[config.mk]
export PLATFORM = sky130hd
export DESIGN_NAME = temperature_average_led_stepper_flat
export DESIGN_NICKNAME = d
export VERILOG_FILES = /design/src/rtl/tasl_pkg.sv /design/src/rtl/tasl_if.sv /design/src/rtl/temperature_average_led_stepper.sv /design/src/rtl/tasl_convert.sv /design/src/rtl/tasl_window.sv /design/src/rtl/tasl_stepper.sv /design/src/flat_wrapper.sv
export VERILOG_INCLUDE_DIRS = /design/src /design/src/rtl
export SDC_FILE = /design/constraint.sdc
export NUM_CORES = 1
export LEC_CHECK = 0
export ABC_AREA = 1
export BUFFER_PORTS_ARGS = -buffer_cell sky130_fd_sc_hd__buf_2
export CORE_MARGIN = 1
export CORE_UTILIZATION = 60
export CTS_BUF_LIST = sky130_fd_sc_hd__clkbuf_4 sky130_fd_sc_hd__clkbuf_8
export DETAILED_ROUTE_END_ITERATION = 8
export HOLD_SLACK_MARGIN = 0.02
export PLACE_DENSITY = 0.79
export SLEW_MARGIN = 40
export SYNTH_ARGS = -nofsm -noshare
export SYNTH_HDL_FRONTEND = slang
export SYNTH_SLANG_ARGS = --single-unit
export TNS_END_PERCENT = 50
[constraint.sdc]
create_clock -name clk -period 12.3 [get_ports clk]
set_input_delay 0 -clock clk [delete_from_list [all_inputs] [get_ports clk]]
set_output_delay 0 -clock clk [all_outputs]
set_load 0.005 [all_outputs]
[src/rtl/temperature_average_led_stepper_assert.svh]
// Assertion macros for the temperature averaging stepper.
// Expects clk and rst_n in the scope of the file that includes it.
`ifndef TEMPERATURE_AVERAGE_LED_STEPPER_ASSERT_SVH
`define TEMPERATURE_AVERAGE_LED_STEPPER_ASSERT_SVH

// Consequent must hold in the same cycle as the antecedent.
`define TASL_ASSERT_SAME(label, ante, cons) \
    label: assert property (@(posedge clk) disable iff (!rst_n) (ante) |-> (cons)) \
        else $error("%m: same-cycle check failed");

// Consequent must hold in the cycle after the antecedent.
`define TASL_ASSERT_NEXT(label, ante, cons) \
    label: assert property (@(posedge clk) disable iff (!rst_n) (ante) |=> (cons)) \
        else $error("%m: next-cycle check failed");

`endif

[src/rtl/tasl_pkg.sv]
// Shared widths, constants, codes and types for the temperature averaging stepper.
// No dependencies; compile first.
package tasl_pkg;

    localparam int ADC_W      = 12;
    localparam int TEMP_W     = 20;
    localparam int V25_W      = 12;
    localparam int THR_W      = 16;
    localparam int BASE_W     = 20;
    localparam int POS_W      = 2;
    localparam int STEP_W     = 2;
    localparam int CFG_IDX_W  = 2;
    localparam int CFG_DATA_W = 20;

    // Code to Q8 degrees: ((adc*4801)>>6) - ((v25*1638)>>4) + 6400
    localparam int ADC_GAIN    = 4801;
    localparam int ADC_GAIN_W  = 13;
    localparam int ADC_SHIFT   = 6;
    localparam int V25_GAIN    = 1638;
    localparam int V25_GAIN_W  = 11;
    localparam int V25_SHIFT   = 4;
    localparam int TEMP_OFFSET = 6400;

    typedef logic [STEP_W-1:0] step_t;
    localparam step_t STEP_NONE     = 2'd0;
    localparam step_t STEP_UP       = 2'd1;
    localparam step_t STEP_DOWN     = 2'd2;
    localparam step_t STEP_RESERVED = 2'd3;

    typedef logic [CFG_IDX_W-1:0] cfg_idx_t;
    localparam cfg_idx_t REG_V25        = 2'd0;
    localparam cfg_idx_t REG_THRESHOLD  = 2'd1;
    localparam cfg_idx_t REG_START_BASE = 2'd2;

    typedef struct packed {
        logic [V25_W-1:0]         v25_mv;
        logic [THR_W-1:0]         threshold;
        logic signed [BASE_W-1:0] start_base;
    } cfg_t;

    localparam cfg_t CFG_RESET = '{
        v25_mv:     V25_W'(760),
        threshold:  THR_W'(512),
        start_base: BASE_W'(0)
    };

    typedef struct packed {
        logic signed [TEMP_W-1:0] avg;
        logic [POS_W-1:0]         pos;
        step_t                    step;
    } result_t;

endpackage

[src/rtl/tasl_if.sv]
// Valid/ready channel interfaces for sensor words and result words.
// Depends on tasl_pkg.
interface tasl_sample_if;
    logic                       valid;
    logic                       ready;
    logic [tasl_pkg::ADC_W-1:0] adc_code;

    modport source (output valid, output adc_code, input ready);
    modport sink (input valid, input adc_code, output ready);
endinterface

interface tasl_result_if;
    logic                               valid;
    logic                               ready;
    logic signed [tasl_pkg::TEMP_W-1:0] average_temp_q8;
    logic [tasl_pkg::POS_W-1:0]         led_position;
    logic [tasl_pkg::STEP_W-1:0]        step_taken;

    modport source (output valid, output average_temp_q8, output led_position,
                    output step_taken, input ready);
    modport sink (input valid, input average_temp_q8, input led_position,
                  input step_taken, output ready);
endinterface

[src/rtl/temperature_average_led_stepper.sv]
// Top level of the temperature averaging ring-indicator stepper.
// Depends on tasl_pkg, tasl_if, tasl_convert, tasl_window, tasl_stepper.
//
// Takes one sensor word per cycle and returns one result word per cycle while
// result.ready does not hold the output back: the input register loads at
// acceptance, the conversion multiplies then fill the temperature register, and
// the window update with the base compare then fills the result register. The
// running sum and base are the only feedback, closed
// inside the last stage, so words flow back to back; each stage holds its word
// while the stage behind it is full, so the block keeps accepting until all
// three stages are occupied. The window is a WINDOW-entry memory with one write
// and one prefetch read per word; a fill flag makes unwritten slots count as
// zero, so no clearing pass follows reset. WINDOW must be a power of two.
// Write configuration only while no word is in flight.
module temperature_average_led_stepper #(
    parameter int WINDOW = 16
) (
    input  logic                                clk,
    input  logic                                rst_n,
    tasl_sample_if.sink                         sample,
    tasl_result_if.source                       result,
    input  logic                                cfg_wen,
    input  logic [tasl_pkg::CFG_IDX_W-1:0]      cfg_index,
    input  logic [tasl_pkg::CFG_DATA_W-1:0]     cfg_data
);
    import tasl_pkg::*;

    `include "temperature_average_led_stepper_assert.svh"

    cfg_t                     cfg_reg;
    cfg_t                     cfg_next;
    logic                     v1_reg;
    logic                     v1_next;
    logic                     v2_reg;
    logic                     v2_next;
    logic                     ov_reg;
    logic                     ov_next;
    logic                     ready1;
    logic                     ready2;
    logic                     ready3;
    logic                     accept;
    logic                     load_temp;
    logic                     en3;
    logic                     base_load;
    logic signed [TEMP_W-1:0] temp;
    logic signed [TEMP_W-1:0] avg;
    result_t                  res;

    always_comb
    begin
        cfg_next = cfg_reg;
        if (cfg_wen)
        begin
            case (cfg_index)
                REG_V25:        cfg_next.v25_mv     = cfg_data[V25_W-1:0];
                REG_THRESHOLD:  cfg_next.threshold  = cfg_data[THR_W-1:0];
                REG_START_BASE: cfg_next.start_base = $signed(cfg_data[BASE_W-1:0]);
                default:        cfg_next = cfg_reg;
            endcase
        end
        base_load = cfg_wen && (cfg_index == REG_START_BASE);
    end

    // a stage takes a word when empty or when its word moves on
    always_comb
    begin
        ready3    = !ov_reg || result.ready;
        ready2    = !v2_reg || ready3;
        ready1    = !v1_reg || ready2;
        accept    = sample.valid && ready1;
        load_temp = v1_reg && ready2;
        en3       = v2_reg && ready3;
        v1_next   = accept || (v1_reg && !ready2);
        v2_next   = load_temp || (v2_reg && !ready3);
        ov_next   = en3 || (ov_reg && !result.ready);
    end

    always_ff @(posedge clk or negedge rst_n)
    begin
        if (!rst_n)
        begin
            cfg_reg <= CFG_RESET;
            v1_reg  <= 1'b0;
            v2_reg  <= 1'b0;
            ov_reg  <= 1'b0;
        end
        else
        begin
            cfg_reg <= cfg_next;
            v1_reg  <= v1_next;
            v2_reg  <= v2_next;
            ov_reg  <= ov_next;
        end
    end

    tasl_convert u_convert (
        .clk       (clk),
        .load_adc  (accept),
        .adc_code  (sample.adc_code),
        .load_temp (load_temp),
        .v25_mv    (cfg_reg.v25_mv),
        .temp      (temp)
    );

    tasl_window #(
        .WINDOW (WINDOW)
    ) u_window (
        .clk   (clk),
        .rst_n (rst_n),
        .en    (en3),
        .temp  (temp),
        .avg   (avg)
    );

    // base loads the written start value on the write edge itself
    tasl_stepper u_stepper (
        .clk       (clk),
        .rst_n     (rst_n),
        .en        (en3),
        .avg       (avg),
        .cfg       (cfg_next),
        .base_load (base_load),
        .result    (res)
    );

    assign sample.ready           = ready1;
    assign result.valid           = ov_reg;
    assign result.average_temp_q8 = res.avg;
    assign result.led_position    = res.pos;
    assign result.step_taken      = res.step;

    `TASL_ASSERT_NEXT(a_result_loads, v2_reg && ready3, result.valid)
    `TASL_ASSERT_SAME(a_full_stall, v1_reg && v2_reg && ov_reg && !result.ready, !sample.ready)
    `TASL_ASSERT_SAME(a_step_code, result.valid, result.step_taken != STEP_RESERVED)

endmodule

[src/rtl/tasl_convert.sv]
// Input register and code-to-temperature conversion stage.
// Depends on tasl_pkg.
module tasl_convert (
    input  logic                               clk,
    input  logic                               load_adc,
    input  logic [tasl_pkg::ADC_W-1:0]         adc_code,
    input  logic                               load_temp,
    input  logic [tasl_pkg::V25_W-1:0]         v25_mv,
    output logic signed [tasl_pkg::TEMP_W-1:0] temp
);
    import tasl_pkg::*;

    localparam int PROD_A_W = ADC_W + ADC_GAIN_W;
    localparam int PROD_V_W = V25_W + V25_GAIN_W;
    localparam int PAD_A_W  = TEMP_W + 1 - (PROD_A_W - ADC_SHIFT);
    localparam int PAD_V_W  = TEMP_W + 1 - (PROD_V_W - V25_SHIFT);

    logic [ADC_W-1:0]         adc_reg;
    logic [PROD_A_W-1:0]      adc_prod;
    logic [PROD_V_W-1:0]      v25_prod;
    logic signed [TEMP_W:0]   temp_wide;
    logic signed [TEMP_W-1:0] temp_reg;

    always_comb
    begin
        adc_prod  = PROD_A_W'(adc_reg) * PROD_A_W'(ADC_GAIN);
        v25_prod  = PROD_V_W'(v25_mv) * PROD_V_W'(V25_GAIN);
        temp_wide = $signed({{PAD_A_W{1'b0}}, adc_prod[PROD_A_W-1:ADC_SHIFT]})
                  - $signed({{PAD_V_W{1'b0}}, v25_prod[PROD_V_W-1:V25_SHIFT]})
                  + (TEMP_W+1)'(TEMP_OFFSET);
    end

    always_ff @(posedge clk)
    begin
        if (load_adc)
        begin
            adc_reg <= adc_code;
        end
        // result always fits in 20 signed bits for any 12-bit inputs
        if (load_temp)
        begin
            temp_reg <= temp_wide[TEMP_W-1:0];
        end
    end

    assign temp = temp_reg;

endmodule

[src/rtl/tasl_window.sv]
// Ring of the last WINDOW temperatures, running sum and average.
// Depends on tasl_pkg.
module tasl_window #(
    parameter int WINDOW = 16
) (
    input  logic                               clk,
    input  logic                               rst_n,
    input  logic                               en,
    input  logic signed [tasl_pkg::TEMP_W-1:0] temp,
    output logic signed [tasl_pkg::TEMP_W-1:0] avg
);
    import tasl_pkg::*;

    localparam int LOG2W = $clog2(WINDOW);
    localparam int SUM_W = TEMP_W + LOG2W;

    logic signed [TEMP_W-1:0] ring_mem [WINDOW];
    logic signed [TEMP_W-1:0] oldest_reg;
    logic signed [TEMP_W-1:0] oldest;
    logic [LOG2W-1:0]         slot_reg;
    logic [LOG2W-1:0]         slot_next;
    logic                     filled_reg;
    logic                     filled_next;
    logic signed [SUM_W-1:0]  sum_reg;
    logic signed [SUM_W-1:0]  sum_next;

    always_comb
    begin
        slot_next   = slot_reg + LOG2W'(1);
        filled_next = filled_reg | (slot_reg == LOG2W'(WINDOW - 1));
        // slots not yet written since reset count as zero
        oldest      = filled_reg ? oldest_reg : '0;
        sum_next    = sum_reg - SUM_W'(oldest) + SUM_W'(temp);
        // floor division by WINDOW: drop the low bits of the exact sum
        avg         = $signed(sum_next[SUM_W-1:LOG2W]);
    end

    // write this slot, prefetch the one the next word will retire
    always_ff @(posedge clk)
    begin
        if (en)
        begin
            ring_mem[slot_reg] <= temp;
            oldest_reg         <= ring_mem[slot_next];
        end
    end

    always_ff @(posedge clk or negedge rst_n)
    begin
        if (!rst_n)
        begin
            slot_reg   <= '0;
            filled_reg <= 1'b0;
            sum_reg    <= '0;
        end
        else if (en)
        begin
            slot_reg   <= slot_next;
            filled_reg <= filled_next;
            sum_reg    <= sum_next;
        end
    end

endmodule

[src/rtl/tasl_stepper.sv]
// Base compare, ring indicator position and result register.
// Depends on tasl_pkg.
module tasl_stepper (
    input  logic                               clk,
    input  logic                               rst_n,
    input  logic                               en,
    input  logic signed [tasl_pkg::TEMP_W-1:0] avg,
    input  tasl_pkg::cfg_t                     cfg,
    input  logic                               base_load,
    output tasl_pkg::result_t                  result
);
    import tasl_pkg::*;

    logic signed [BASE_W-1:0] base_reg;
    logic signed [BASE_W-1:0] base_next;
    logic [POS_W-1:0]         pos_reg;
    logic [POS_W-1:0]         pos_next;
    logic signed [TEMP_W:0]   diff_up;
    logic signed [TEMP_W:0]   diff_dn;
    logic signed [THR_W:0]    thr;
    step_t                    step;
    result_t                  result_reg;

    always_comb
    begin
        diff_up   = {avg[TEMP_W-1], avg} - {base_reg[BASE_W-1], base_reg};
        diff_dn   = {base_reg[BASE_W-1], base_reg} - {avg[TEMP_W-1], avg};
        thr       = $signed({1'b0, cfg.threshold});
        base_next = base_reg;
        pos_next  = pos_reg;
        step      = STEP_NONE;
        if (base_load)
        begin
            base_next = cfg.start_base;
        end
        else if (en)
        begin
            if (diff_up >= thr)
            begin
                pos_next  = pos_reg + POS_W'(1);
                base_next = avg;
                step      = STEP_UP;
            end
            else if (diff_dn >= thr)
            begin
                pos_next  = pos_reg - POS_W'(1);
                base_next = avg;
                step      = STEP_DOWN;
            end
        end
    end

    always_ff @(posedge clk or negedge rst_n)
    begin
        if (!rst_n)
        begin
            base_reg <= CFG_RESET.start_base;
            pos_reg  <= '0;
        end
        else
        begin
            base_reg <= base_next;
            pos_reg  <= pos_next;
        end
    end

    always_ff @(posedge clk)
    begin
        if (en)
        begin
            result_reg <= '{avg: avg, pos: pos_next, step: step};
        end
    end

    assign result = result_reg;

endmodule

[src/flat_wrapper.sv]
// flat-port wrapper written by rule: the top's interface ports become plain ports
module temperature_average_led_stepper_flat import tasl_pkg::*;
#(
    parameter int WINDOW = 16
)
  (clk, rst_n, cfg_wen, cfg_index, cfg_data, sample_valid, sample_adc_code, sample_ready, result_valid, result_average_temp_q8, result_led_position, result_step_taken, result_ready);
  tasl_sample_if sample_i ();
  tasl_result_if result_i ();
  input  logic clk;
  input  logic rst_n;
  input  logic cfg_wen;
  input  logic [tasl_pkg::CFG_IDX_W-1:0] cfg_index;
  input  logic [tasl_pkg::CFG_DATA_W-1:0] cfg_data;
  input wire logic [$bits(sample_i.valid)-1:0] sample_valid;
  input wire logic [$bits(sample_i.adc_code)-1:0] sample_adc_code;
  output wire logic [$bits(sample_i.ready)-1:0] sample_ready;
  output wire logic [$bits(result_i.valid)-1:0] result_valid;
  output wire logic [$bits(result_i.average_temp_q8)-1:0] result_average_temp_q8;
  output wire logic [$bits(result_i.led_position)-1:0] result_led_position;
  output wire logic [$bits(result_i.step_taken)-1:0] result_step_taken;
  input wire logic [$bits(result_i.ready)-1:0] result_ready;
  assign sample_i.valid = sample_valid;
  assign sample_i.adc_code = sample_adc_code;
  assign sample_ready = sample_i.ready;
  assign result_valid = result_i.valid;
  assign result_average_temp_q8 = result_i.average_temp_q8;
  assign result_led_position = result_i.led_position;
  assign result_step_taken = result_i.step_taken;
  assign result_i.ready = result_ready;
  temperature_average_led_stepper #(.WINDOW(WINDOW)) u_core (.clk(clk), .rst_n(rst_n), .sample(sample_i), .result(result_i), .cfg_wen(cfg_wen), .cfg_index(cfg_index), .cfg_data(cfg_data));
endmodule
Word level (Yosys, flattened, before mapping)
Memories as Yosys holds them, arrays and structs flattened. A register that Yosys moved wholly into a read port is not among the register bits.
Cells that the tools add are included.
{"block": "classes", "div_mod_pow": 0, "n_addsub": 9, "n_lt_le_gt_ge": 2, "n_mul": 2, "n_reduce_logical": 25, "shifts": 0, "bitwise": 1, "muxes": 16, "n_eq_ne": 3}
{"op": "$mux W20", "count": 6}
{"op": "$ge A21 B17 Y1", "count": 2}
{"op": "$sub A20 B20 Y21", "count": 2}
{"op": "$mux W36", "count": 1}
{"op": "$mul A12 B13 Y25 const B", "count": 1}
{"op": "$add A24 B20 Y24", "count": 1}
{"op": "$sub A24 B20 Y24", "count": 1}
{"op": "$mul A12 B10 Y22 const B", "count": 1}
{"op": "$add A20 B14 Y20 const B", "count": 1}
{"op": "$sub A19 B19 Y20", "count": 1}
{"op": "$mux W16", "count": 1}
{"op": "$mux W2", "count": 5}
{"op": "$logic_and A1 B1 Y1", "count": 7}
{"op": "$logic_not A1 Y1", "count": 6}
{"op": "$logic_or A1 B1 Y1", "count": 6}
{"op": "$add A4 B1 Y4 const B", "count": 1}
{"op": "$eq A4 B4 Y1 const B", "count": 1}
{"op": "$reduce_and A2 Y1", "count": 2}
{"op": "$mux W1", "count": 3}
{"op": "$reduce_bool A3 Y1", "count": 1}
{"op": "$add A2 B1 Y2 const B", "count": 1}
{"op": "$eq A2 B1 Y1 const B", "count": 1}
{"op": "$eq A2 B2 Y1 const B", "count": 1}
{"op": "$logic_not A2 Y1", "count": 1}
{"op": "other kinds (4)", "count": 4}
{"block": "word_totals", "input_bits": 39, "ramBits": 320, "register_bits": 158, "romBits": 0, "elab_cells": 76, "latch_bits": 0, "out_inout_bits": 26, "memories": 1}
{"memory": "u_core.u_window.ring_mem", "words": 16, "width": 20, "read_ports": 1, "rd_clocked_by_memory_dff": 1, "write_ports": 1, "line": "tasl_window.sv:17", "text": "logic signed [TEMP_W-1:0] ring_mem [WINDOW];"}

Longest topological paths before layout
Gate-level depths: netlist of the first run.
{"block": "depth", "word_depth": 9, "depth_mapped": 43, "ltp_nobuf": 40}

Hierarchy
Synthesis of the first run repeated with hierarchy kept, for this count alone.
{"block": "unflattened", "hier_cells": 3497, "area_unflattened_um2": 31985.7}
{"mod": "tasl_window", "area_each_um2": 17212.8, "instances": 1, "seq_area_each_um2": 10935.5, "cells_per_inst": 1566}
{"mod": "tasl_convert", "area_each_um2": 7113.1, "instances": 1, "seq_area_each_um2": 960.9, "cells_per_inst": 926}
{"mod": "tasl_stepper", "area_each_um2": 5471.5, "instances": 1, "seq_area_each_um2": 1271.2, "cells_per_inst": 770}
{"mod": "temperature_average_led_stepper", "area_each_um2": 2188.3, "instances": 1, "seq_area_each_um2": 1285.0, "cells_per_inst": 235}

Worst setup path after synthesis of the first run
Ideal clock, no wire load.
{"block": "synth_path", "path_type": "register to register", "from": "register u_core.cfg_reg[41] (netlist bit)", "to": "register u_core.u_convert.temp_reg[19] (netlist: u_core.u_convert.temp[19]) (data pin)", "path_buffers": 0, "period_less_slack_ns": 5.953, "path_stages_with_launch": 23, "t_arrival_ns": 5.691, "setup_slack_ns": 6.347, "cell_sequence": "dfstp_2 > ha_1 > fa_1 > inv_1 > fa_1 > inv_1 > fa_1 > fa_1 > ha_1 > a21oi_1 > o21ai_1 > a21boi_0 > o21ai_1 > a21boi_0 > o21ai_1 > xor2_1 > ha_1 > ha_1 > a21oi_1 > a21boi_0 > o21ai_0 > a21oi_1 > xor2_1"}
{"block": "synth_between", "elab_chain_cells": 3}
{"element": "start: declaration", "line": "temperature_average_led_stepper.sv:30", "text": "cfg_t cfg_reg;"}
{"element": "start signal: assignment", "line": "temperature_average_led_stepper.sv:89", "text": "cfg_reg <= cfg_next;"}
{"element": "$mul A12 B10 Y22", "line": "tasl_convert.sv:27", "text": "v25_prod = PROD_V_W'(v25_mv) * PROD_V_W'(V25_GAIN);"}
{"element": "$sub A19 B19 Y20", "line": "tasl_convert.sv:29", "text": "- $signed({{PAD_V_W{1'b0}}, v25_prod[PROD_V_W-1:V25_SHIFT]})"}
{"element": "$add A20 B14 Y20", "line": "tasl_convert.sv:30", "text": "+ (TEMP_W+1)'(TEMP_OFFSET);"}
{"element": "net u_core.u_convert.temp_wide[19]", "line": "tasl_convert.sv:21", "text": "logic signed [TEMP_W:0] temp_wide;"}
{"element": "end signal: assignment", "line": "tasl_convert.sv:42", "text": "temp_reg <= temp_wide[TEMP_W-1:0];"}
{"element": "end: declaration", "line": "tasl_convert.sv:22", "text": "logic signed [TEMP_W-1:0] temp_reg;"}
The timed path passes the listed nets, and every way through them passes these cells.
A chain may end at the register's enable or synchronous reset.

Final worst setup path of the first run
{"block": "layout_path", "from": "register u_core.u_window.filled_reg", "to": "register u_core.u_stepper.base_reg[17]"}
{"block": "layout_between", "elab_chain_cells": 8}
{"element": "start: declaration", "line": "tasl_window.sv:22", "text": "logic filled_reg;"}
{"element": "start signal: assignment", "line": "tasl_window.sv:59", "text": "filled_reg <= filled_next;"}
{"element": "$mux W20 (*)", "line": "tasl_window.sv:32", "text": "oldest = filled_reg ? oldest_reg : '0;"}
{"element": "$sub A24 B20 Y24 (*)", "line": "tasl_window.sv:33", "text": "sum_next = sum_reg - SUM_W'(oldest) + SUM_W'(temp);"}
{"element": "$add A24 B20 Y24 (*)", "line": "tasl_window.sv:33"}
{"element": "net u_core.avg[3]", "line": "temperature_average_led_stepper.sv:46", "text": "logic signed [TEMP_W-1:0] avg;"}
{"element": "$sub A20 B20 Y21", "line": "tasl_stepper.sv:26", "text": "diff_up = {avg[TEMP_W-1], avg} - {base_reg[BASE_W-1], base_reg};"}
{"element": "$ge A21 B17 Y1", "line": "tasl_stepper.sv:38", "text": "if (diff_up >= thr)"}
{"element": "$mux W20", "line": "tasl_stepper.sv:38"}
{"element": "$mux W20", "line": "tasl_stepper.sv:36", "text": "else if (en)"}
{"element": "$mux W20", "line": "tasl_stepper.sv:32", "text": "if (base_load)"}
{"element": "end signal: assignment", "line": "tasl_stepper.sv:57", "text": "base_reg <= CFG_RESET.start_base;"}
{"element": "end signal: assignment", "line": "tasl_stepper.sv:62", "text": "base_reg <= base_next;"}
{"element": "end: declaration", "line": "tasl_stepper.sv:14", "text": "logic signed [BASE_W-1:0] base_reg;"}
Mark *: on every way through the listed nets, which the timed path passes. The rest lies on a longest branch. The select of a mux whose other input is x is not followed.

==> impl_metrics.py, run 1 <==
metrics = {
    "outcome": {
        "result_of_the_run": "finished with violations",
        "violations_in_the_final_reports": "design-rule violations",
    },
    "logic_synthesis": {
        "synth_cell_type_count": 60,
        "postSynthRegisterBits": 478,
        "post_synth_inst_count": 2796,
        "asyncSetResetFlopFracSynth": 0.172,
        "syn-num-nets": 3190,
        "total_of_warnings_raised_by_yosys": 0,
        "synth.avg_cell_area_um2": 10.3,
        "ys_dominant_reg_cell": "sky130_fd_sc_hd__edfxtp_1",
        "portion_of_the_post_synthesis_area_used_by_sequential_elements": 0.487,
        "syn-cell-area_um2": 28700,
        "synth_edf_count": 396,
    },
    "placed_design": {
        "port-buffer-count": 64,
        "place_congestion": 0.993,
        "dp_hpwl_mm": 47.5,
    },
    "setup_path": {
        "crit_slowest_cell": "sky130_fd_sc_hd__dfrtp_1",
        "critical_path.endpoint_type": "register",
        "startpoint_type": "register",
        "worstSetupPathType": "register to register",
        "cp.required_ns": 12.84,
        "critical-path-top-cell-by-count": "sky130_fd_sc_hd__nand2_1",
        "cp_max_fo": 21,
        "crit_arrival_ns": 8.30,
        "max_stage_delay_ns": 0.67,
    },
    "routing": {
        "dr.first_iter.drc_count": 1926,
        "drt_pass1_iterations": 7,
        "post_drt_via_cell_ratio": 5.79,
        "vias": 20700,
        "wirelength_mm": 69.6,
        "avgRoutedWirePerCell_um": 19.5,
        "drc": 2,
        "antenna_violating_nets_post_route": 0,
    },
    "global_routing": {
        "grt_pass1_wl_mm": 109,
        "globalRoute.totalOverflow": 0,
        "grt_use_total": 0.293,
        "via_count_of_the_first_global_routing_pass": 20600,
        "grt_start_max_net_pins": 100,
        "antenna_found_initial": 0,
    },
    "layout": {
        "layout_commonest_cell": "sky130_fd_sc_hd__inv_1",
        "layout_common_cells": "439 x sky130_fd_sc_hd__inv_1, 396 x sky130_fd_sc_hd__edfxtp_1, 340 x sky130_fd_sc_hd__nand2_1",
        "nFillCells": 3471,
        "antenna_cells": 0,
        "growth_of_design_area_from_synthesis_to_finish_pct": 10.7,
        "design.final.nets": 3307,
        "drive_above_1_share": 0.101,
        "largest_register_ffs": 320,
    },
    "cts": {
        "cts_max_path_buffers": 3,
        "cts_htree_levels": 3,
        "clk_root_buffer_cell": "sky130_fd_sc_hd__clkbuf_8",
        "cts_setup_buffers": 0,
        "cts-resized-gates": 0,
        "cts-hold-fix-buffers": 48,
        "cts_tree": "yes",
        "numClockSinks": 478,
        "cts_inserted_buffers": 78,
        "clkLatencyLatePin_ns": 0.66,
        "worst_setup_hold_path_clk_slew_ns": 0.07,
    },
    "sta": {
        "slew_worst_pin_ns": 0.818,
        "slew_headroom": 0.451,
        "setup_repair_after_global_routing_missed_its_margin": "false",
        "final.min_clock_period_ns": 7.76,
        "min_period_over_period": 0.631,
        "fin_setup_tns_ns": 0,
        "whs_ns": 0.0815,
        "finalClockSkew_ns": 0.0334,
        "maxSlewViolCount": 0,
        "max_freq_mhz": 129,
        "total_count_of_hold_check_failures_in_the_final_report": 0,
        "setup_viol": 0,
    },
    "run": {
        "cap_viol_max_count": 0,
    },
    "floorplan": {
        "fp.dieW_um": 221,
        "core.rowCount": 79,
        "start_util": 0.612,
        "placeableCoreArea_um2": 46900,
        "chipHeight_um": 221,
        "die-area_um2": 48600,
        "ios": 65,
    },
    "hold_path": {
        "worst_hold_path_type": "input pin to register",
    },
}
final timing paths:
check                                           start                       endpoint  slack [ns]  cells past startpoint
setup / recovery           u_core.u_window.filled_reg  u_core.u_stepper.base_reg[17]        4.54                     39
hold / removal                     sample_adc_code[3]    u_core.u_convert.adc_reg[3]        0.08                      2
setup reg to reg           u_core.u_window.filled_reg  u_core.u_stepper.base_reg[17]        4.54                     39
hold reg to reg            u_core.u_window.sum_reg[0]     u_core.u_window.sum_reg[0]        0.50                      2
max in group asynchronous                       rst_n     u_core.u_window.sum_reg[4]       11.23                      4
min in group asynchronous                       rst_n    u_core.u_stepper.pos_reg[0]        0.40                      4
routing by layer:
layer | vias to the layer above | part of all wire | GRT usage
met3 | 168 | 0.081 | 0.0514
met4 | 0 | 0.034 | 0.112
met1 | 9901 | 0.41 | 0.392
met2 | 911 | 0.48 | 0.478
met5 | - | 0 | 0
li1 | 9729 | - | -
cell families after synthesis:
| family | count (synthesis) | synth area share |
|---|---|---|
| xor+xnor | 113 | 0.0345 |
| mux | 25 | 0.00891 |
| compound gates | 515 | 0.111 |
| flops | 478 | 0.487 |
| simple gates | 761 | 0.110 |
| fa+ha+maj | 355 | 0.175 |
| buf+inv | 549 | 0.0744 |
worst max-delay path: cells and delay by family, from the launching register on:
kind            cells  cell delay (ns)
simple gates       23             2.58
fa+ha+maj           4             1.71
compound gates      4             1.02
buf+inv             6             0.93
xor+xnor            2             0.74
flops               1             0.67
through the flow:
step                instance area (um2)  std cells  setup WS [ns]  utilization
floorplan                         28700       2796           6.35            -
global placement                  29500       3386           5.54        0.630
detailed placement                29600       3388           5.30        0.632
CTS                               31600       3571           4.73        0.675
global route                      31700       3575           3.96        0.677
finish                            31700       3575           4.54        0.677
synthesized netlist by cell type, drive strengths merged (3+ instances only):
cell	count	share of area
inv	445	0.058
o21bai	11	0.0030
nand2	349	0.047
clkbuf	79	0.010
edfxtp	396	0.41
o21ai	233	0.042
o31ai	5	0.0013
a21oi	125	0.024
mux2	4	0.0016
xnor2	39	0.012
o221ai	24	0.0073
a21boi	11	0.0033
nor2	297	0.040
dfstp	7	0.0064
a211oi	3	0.00079
a21o	6	0.0016
fa	75	0.052
mux2i	21	0.0073
o211ai	22	0.0058
nand4	20	0.0044
nor3	11	0.0019
xor2	74	0.023
buf	24	0.0056
a31oi	6	0.0013
nand3	71	0.014
or2	8	0.0017
ha	280	0.12
o32ai	59	0.018
dfrtp	75	0.065
layout make-up:
cell class              instances  area (um2)  area share
multi-input cells            1769       12700       0.399
well taps                     607         759      0.0239
inverters                     446        1680      0.0529
clock inverters                27         213     0.00671
flip-flops and latches        478       14000       0.440
clock buffers                 108        1320      0.0417
repair buffers                140        1130      0.0356
Power of run 1 is left out: the tool's default activity adds up to more than one toggle a clock period on the data nets, which glitch-free logic cannot reach.
==> inputs of run 2 (changes only) <==
--- a/config.mk
+++ b/config.mk
@@ -6,14 +6,14 @@
 export SDC_FILE = /design/constraint.sdc
 export NUM_CORES = 1
 export LEC_CHECK = 0
-export ABC_AREA = 1
+export ABC_AREA = 0
 export BUFFER_PORTS_ARGS = -buffer_cell sky130_fd_sc_hd__buf_2
 export CORE_MARGIN = 1
-export CORE_UTILIZATION = 60
+export CORE_UTILIZATION = 59
 export CTS_BUF_LIST = sky130_fd_sc_hd__clkbuf_4 sky130_fd_sc_hd__clkbuf_8
 export DETAILED_ROUTE_END_ITERATION = 8
 export HOLD_SLACK_MARGIN = 0.02
-export PLACE_DENSITY = 0.79
+export PLACE_DENSITY = 0.81
 export SLEW_MARGIN = 40
 export SYNTH_ARGS = -nofsm -noshare
 export SYNTH_HDL_FRONTEND = slang
==> constraint.sdc (replaced) <==
create_clock -name clk -period 6.95 [get_ports clk]
set_input_delay 0 -clock clk [delete_from_list [all_inputs] [get_ports clk]]
set_output_delay 0 -clock clk [all_outputs]
set_load 0.005 [all_outputs]
==> impl_metrics.py, run 2 <==
metrics = {
    "routing": {
        "dr.first_iter.drc_count": 1375,
        "antenna_violating_nets_post_route": 0,
        "post_drt_via_cell_ratio": 5.91,
        "drt_pass1_iterations": 5,
        "wirelength_mm": 63.9,
        "avgRoutedWirePerCell_um": 21.2,
        "drc": 0,
        "vias": 17800,
    },
    "setup_path": {
        "cp_max_fo": 10,
        "worstSetupPathType": "register to register",
        "crit_slowest_cell": "sky130_fd_sc_hd__fa_1",
        "crit_arrival_ns": 7.36,
        "worst_r2r_endpoint": "u_core.u_stepper.base_reg[16]",
        "cp.required_ns": 7.47,
        "r2r.worst_path.cells": 27,
        "rr_startpoint": "u_core.u_window.filled_reg",
        "reg2reg_slack_ns": 0.10,
        "max_stage_delay_ns": 0.55,
        "startpoint_type": "register",
        "critical_path.endpoint_type": "register",
        "critical-path-top-cell-by-count": "sky130_fd_sc_hd__a21o_1",
    },
    "floorplan": {
        "die-area_um2": 47900,
        "placeableCoreArea_um2": 46500,
        "fp.dieW_um": 219,
        "ios": 65,
        "chipHeight_um": 219,
        "start_util": 0.597,
        "core.rowCount": 79,
    },
    "logic_synthesis": {
        "synth_cell_type_count": 70,
        "muxShareOfSynthArea": 0.0991,
        "syn-cell-area_um2": 27700,
        "synthSimpleGateAreaFrac": 0.0585,
        "yosys.cell_count.top_type": "sky130_fd_sc_hd__edfxtp_1",
        "asyncSetResetFlopFracSynth": 0.172,
        "synth_common_cells": "396 x sky130_fd_sc_hd__edfxtp_1, 311 x sky130_fd_sc_hd__inv_1, 280 x sky130_fd_sc_hd__ha_1, 101 x sky130_fd_sc_hd__nand2_1, 100 x sky130_fd_sc_hd__mux4_2",
        "syn-num-nets": 2499,
        "synth_edf_count": 396,
        "yosys.area.top_type_share": 0.429,
        "post_synth_inst_count": 2105,
        "postSynthRegisterBits": 478,
        "synth.area.top_cells": "sky130_fd_sc_hd__edfxtp_1 43%, sky130_fd_sc_hd__ha_1 13%, sky130_fd_sc_hd__mux4_2 8.1%, sky130_fd_sc_hd__dfrtp_1 6.8%, sky130_fd_sc_hd__fa_1 5.4%",
        "synth_area_leader_cell": "sky130_fd_sc_hd__edfxtp_1",
        "synth_compound_gate_area_share": 0.0725,
        "total_of_warnings_raised_by_yosys": 0,
        "synth-adder-area-share": 0.180,
        "synth.avg_cell_area_um2": 13.2,
        "post_synth_xor_area_fraction": 0.0357,
        "ys_dominant_reg_cell": "sky130_fd_sc_hd__edfxtp_1",
        "synth_top_family_by_area": "adder cells",
        "portion_of_the_post_synthesis_area_used_by_sequential_elements": 0.503,
    },
    "sta": {
        "total_count_of_hold_check_failures_in_the_final_report": 0,
        "final.min_clock_period_ns": 6.85,
        "setup_viol": 0,
        "whs_ns": 0.0478,
        "setup_repair_after_global_routing_missed_its_margin": "true",
        "maxSlewViolCount": 0,
        "fin_setup_tns_ns": 0,
        "slew_worst_pin_ns": 0.836,
        "slew_headroom": 0.442,
        "max_freq_mhz": 146,
        "finalClockSkew_ns": 0.0235,
        "min_period_over_period": 0.985,
    },
    "layout": {
        "largest_register_ffs": 320,
        "design.final.nets": 2741,
        "layout_commonest_cell": "sky130_fd_sc_hd__edfxtp_1",
        "layout_common_cells": "396 x sky130_fd_sc_hd__edfxtp_1, 309 x sky130_fd_sc_hd__inv_1, 269 x sky130_fd_sc_hd__ha_1",
        "antenna_cells": 0,
        "nFillCells": 2999,
        "design_area_um2": 32000,
        "growth_of_design_area_from_synthesis_to_finish_pct": 15.5,
        "fin_util": 0.689,
        "drive_above_1_share": 0.208,
    },
    "hold_path": {
        "worst_hold_path_type": "input pin to asynchronous set/reset pin",
    },
    "global_routing": {
        "grt_pass1_wl_mm": 99.5,
        "globalRoute.totalOverflow": 0,
        "grt_start_max_net_pins": 80,
        "antenna_found_initial": 0,
        "grt_use_total": 0.275,
        "via_count_of_the_first_global_routing_pass": 18500,
    },
    "cts": {
        "cts_htree_levels": 3,
        "cts_inserted_buffers": 78,
        "clk_root_buffer_cell": "sky130_fd_sc_hd__clkbuf_8",
        "numClockSinks": 478,
        "cts_max_path_buffers": 3,
        "cts_tree": "yes",
        "clkLatencyLatePin_ns": 0.66,
        "worst_setup_hold_path_clk_slew_ns": 0.06,
    },
    "placed_design": {
        "place_congestion": 0.933,
        "dp_hpwl_mm": 44.0,
        "port-buffer-count": 64,
        "post_dp_cell_area_um2": 29400,
    },
    "run": {
        "cap_viol_max_count": 0,
    },
    "outcome": {
        "result_of_the_run": "complete, no violations",
    },
}
## run 2: cell types whose count changed in the layout (fill, tap and decap cells not counted), sizes merged, moves of 40 or more
cell / delta
nand3: -40
xnor2: +40
nand2: -248
xor2: -40
o32ai: -59
a21oi: -62
nor2: -224
buf: +78
inv: -134
o21ai: -142
mux4: +100
## run 2: area by class of cell
cell class / instances / area [um2] / share of cell area
timing repair buffer: 222 / 1760 / 0.0548
clock buffer: 112 / 1370 / 0.0427
inverter: 312 / 1170 / 0.0366
clock inverter: 30 / 211 / 0.00660
multi-input combinational: 1255 / 12800 / 0.400
tap: 607 / 759 / 0.0237
sequential: 478 / 14000 / 0.436
## run 2: critical path: cells and delay by family, from the launching register on
family,cells,cell delay [ns]
simple gates,4,0.85
xor+xnor,1,0.19
buf+inv,4,0.58
fa+ha+maj,3,1.20
mux,1,0.18
flops,1,0.46
compound gates,14,3.28
## run 2: routing by layer
layer	vias up	track usage	wire, um	share of wire
li1	8075	-	-	-
met1	8870	0.350	25600	0.40
met2	731	0.472	32300	0.50
met3	149	0.0419	3950	0.062
met4	0	0.111	2160	0.034
met5	-	0	0	0
## run 2: kinds of logic (layout without fill, tap and decap cells)
family / count (synthesis) / after routing
xor+xnor: 113 / 113
compound gates: 303 / 303
simple gates: 336 / 336
flops: 478 / 478
fa+ha+maj: 355 / 355
mux: 148 / 148
buf+inv: 372 / 676
## run 2: through the flow
step | setup slack (ns) | cells
floorplan | 0.00165 | 2105
global placement | 0.0711 | 2794
detailed placement | -0.221 | 2800
CTS | 0.0203 | 2999
global route | -0.192 | 3016
finish | 0.102 | 3016
## run 2: worst max path at each step
stage | from | to | cells after the start | slack (ns)
4_1_cts | u_core.u_window.filled_reg | u_core.u_stepper.base_reg[1] | 29 | 0.02
2_1_floorplan | u_core.u_window.filled_reg | u_core.u_stepper.result[3] | 32 | 0.002
3_5_place_dp | u_core.u_window.filled_reg | u_core.u_stepper.base_reg[1] | 30 | -0.22
3_3_place_gp | u_core.u_window.filled_reg | u_core.u_stepper.base_reg[1] | 30 | 0.07
6_report | u_core.u_window.filled_reg | u_core.u_stepper.base_reg[16] | 27 | 0.10
5_1_grt | u_core.u_window.filled_reg | u_core.u_stepper.base_reg[13] | 31 | -0.19
## run 2: timing repair
item	4_1_cts	5_1_grt
pin swaps	6	37
gates resized for setup	18	63
endpoints found under the setup margin	25	28
endpoints found under the hold margin	154	0
cloned	0	1
setup buffers	7	16
hold buffers	50	0
Power of run 2 is left out for the same reason.
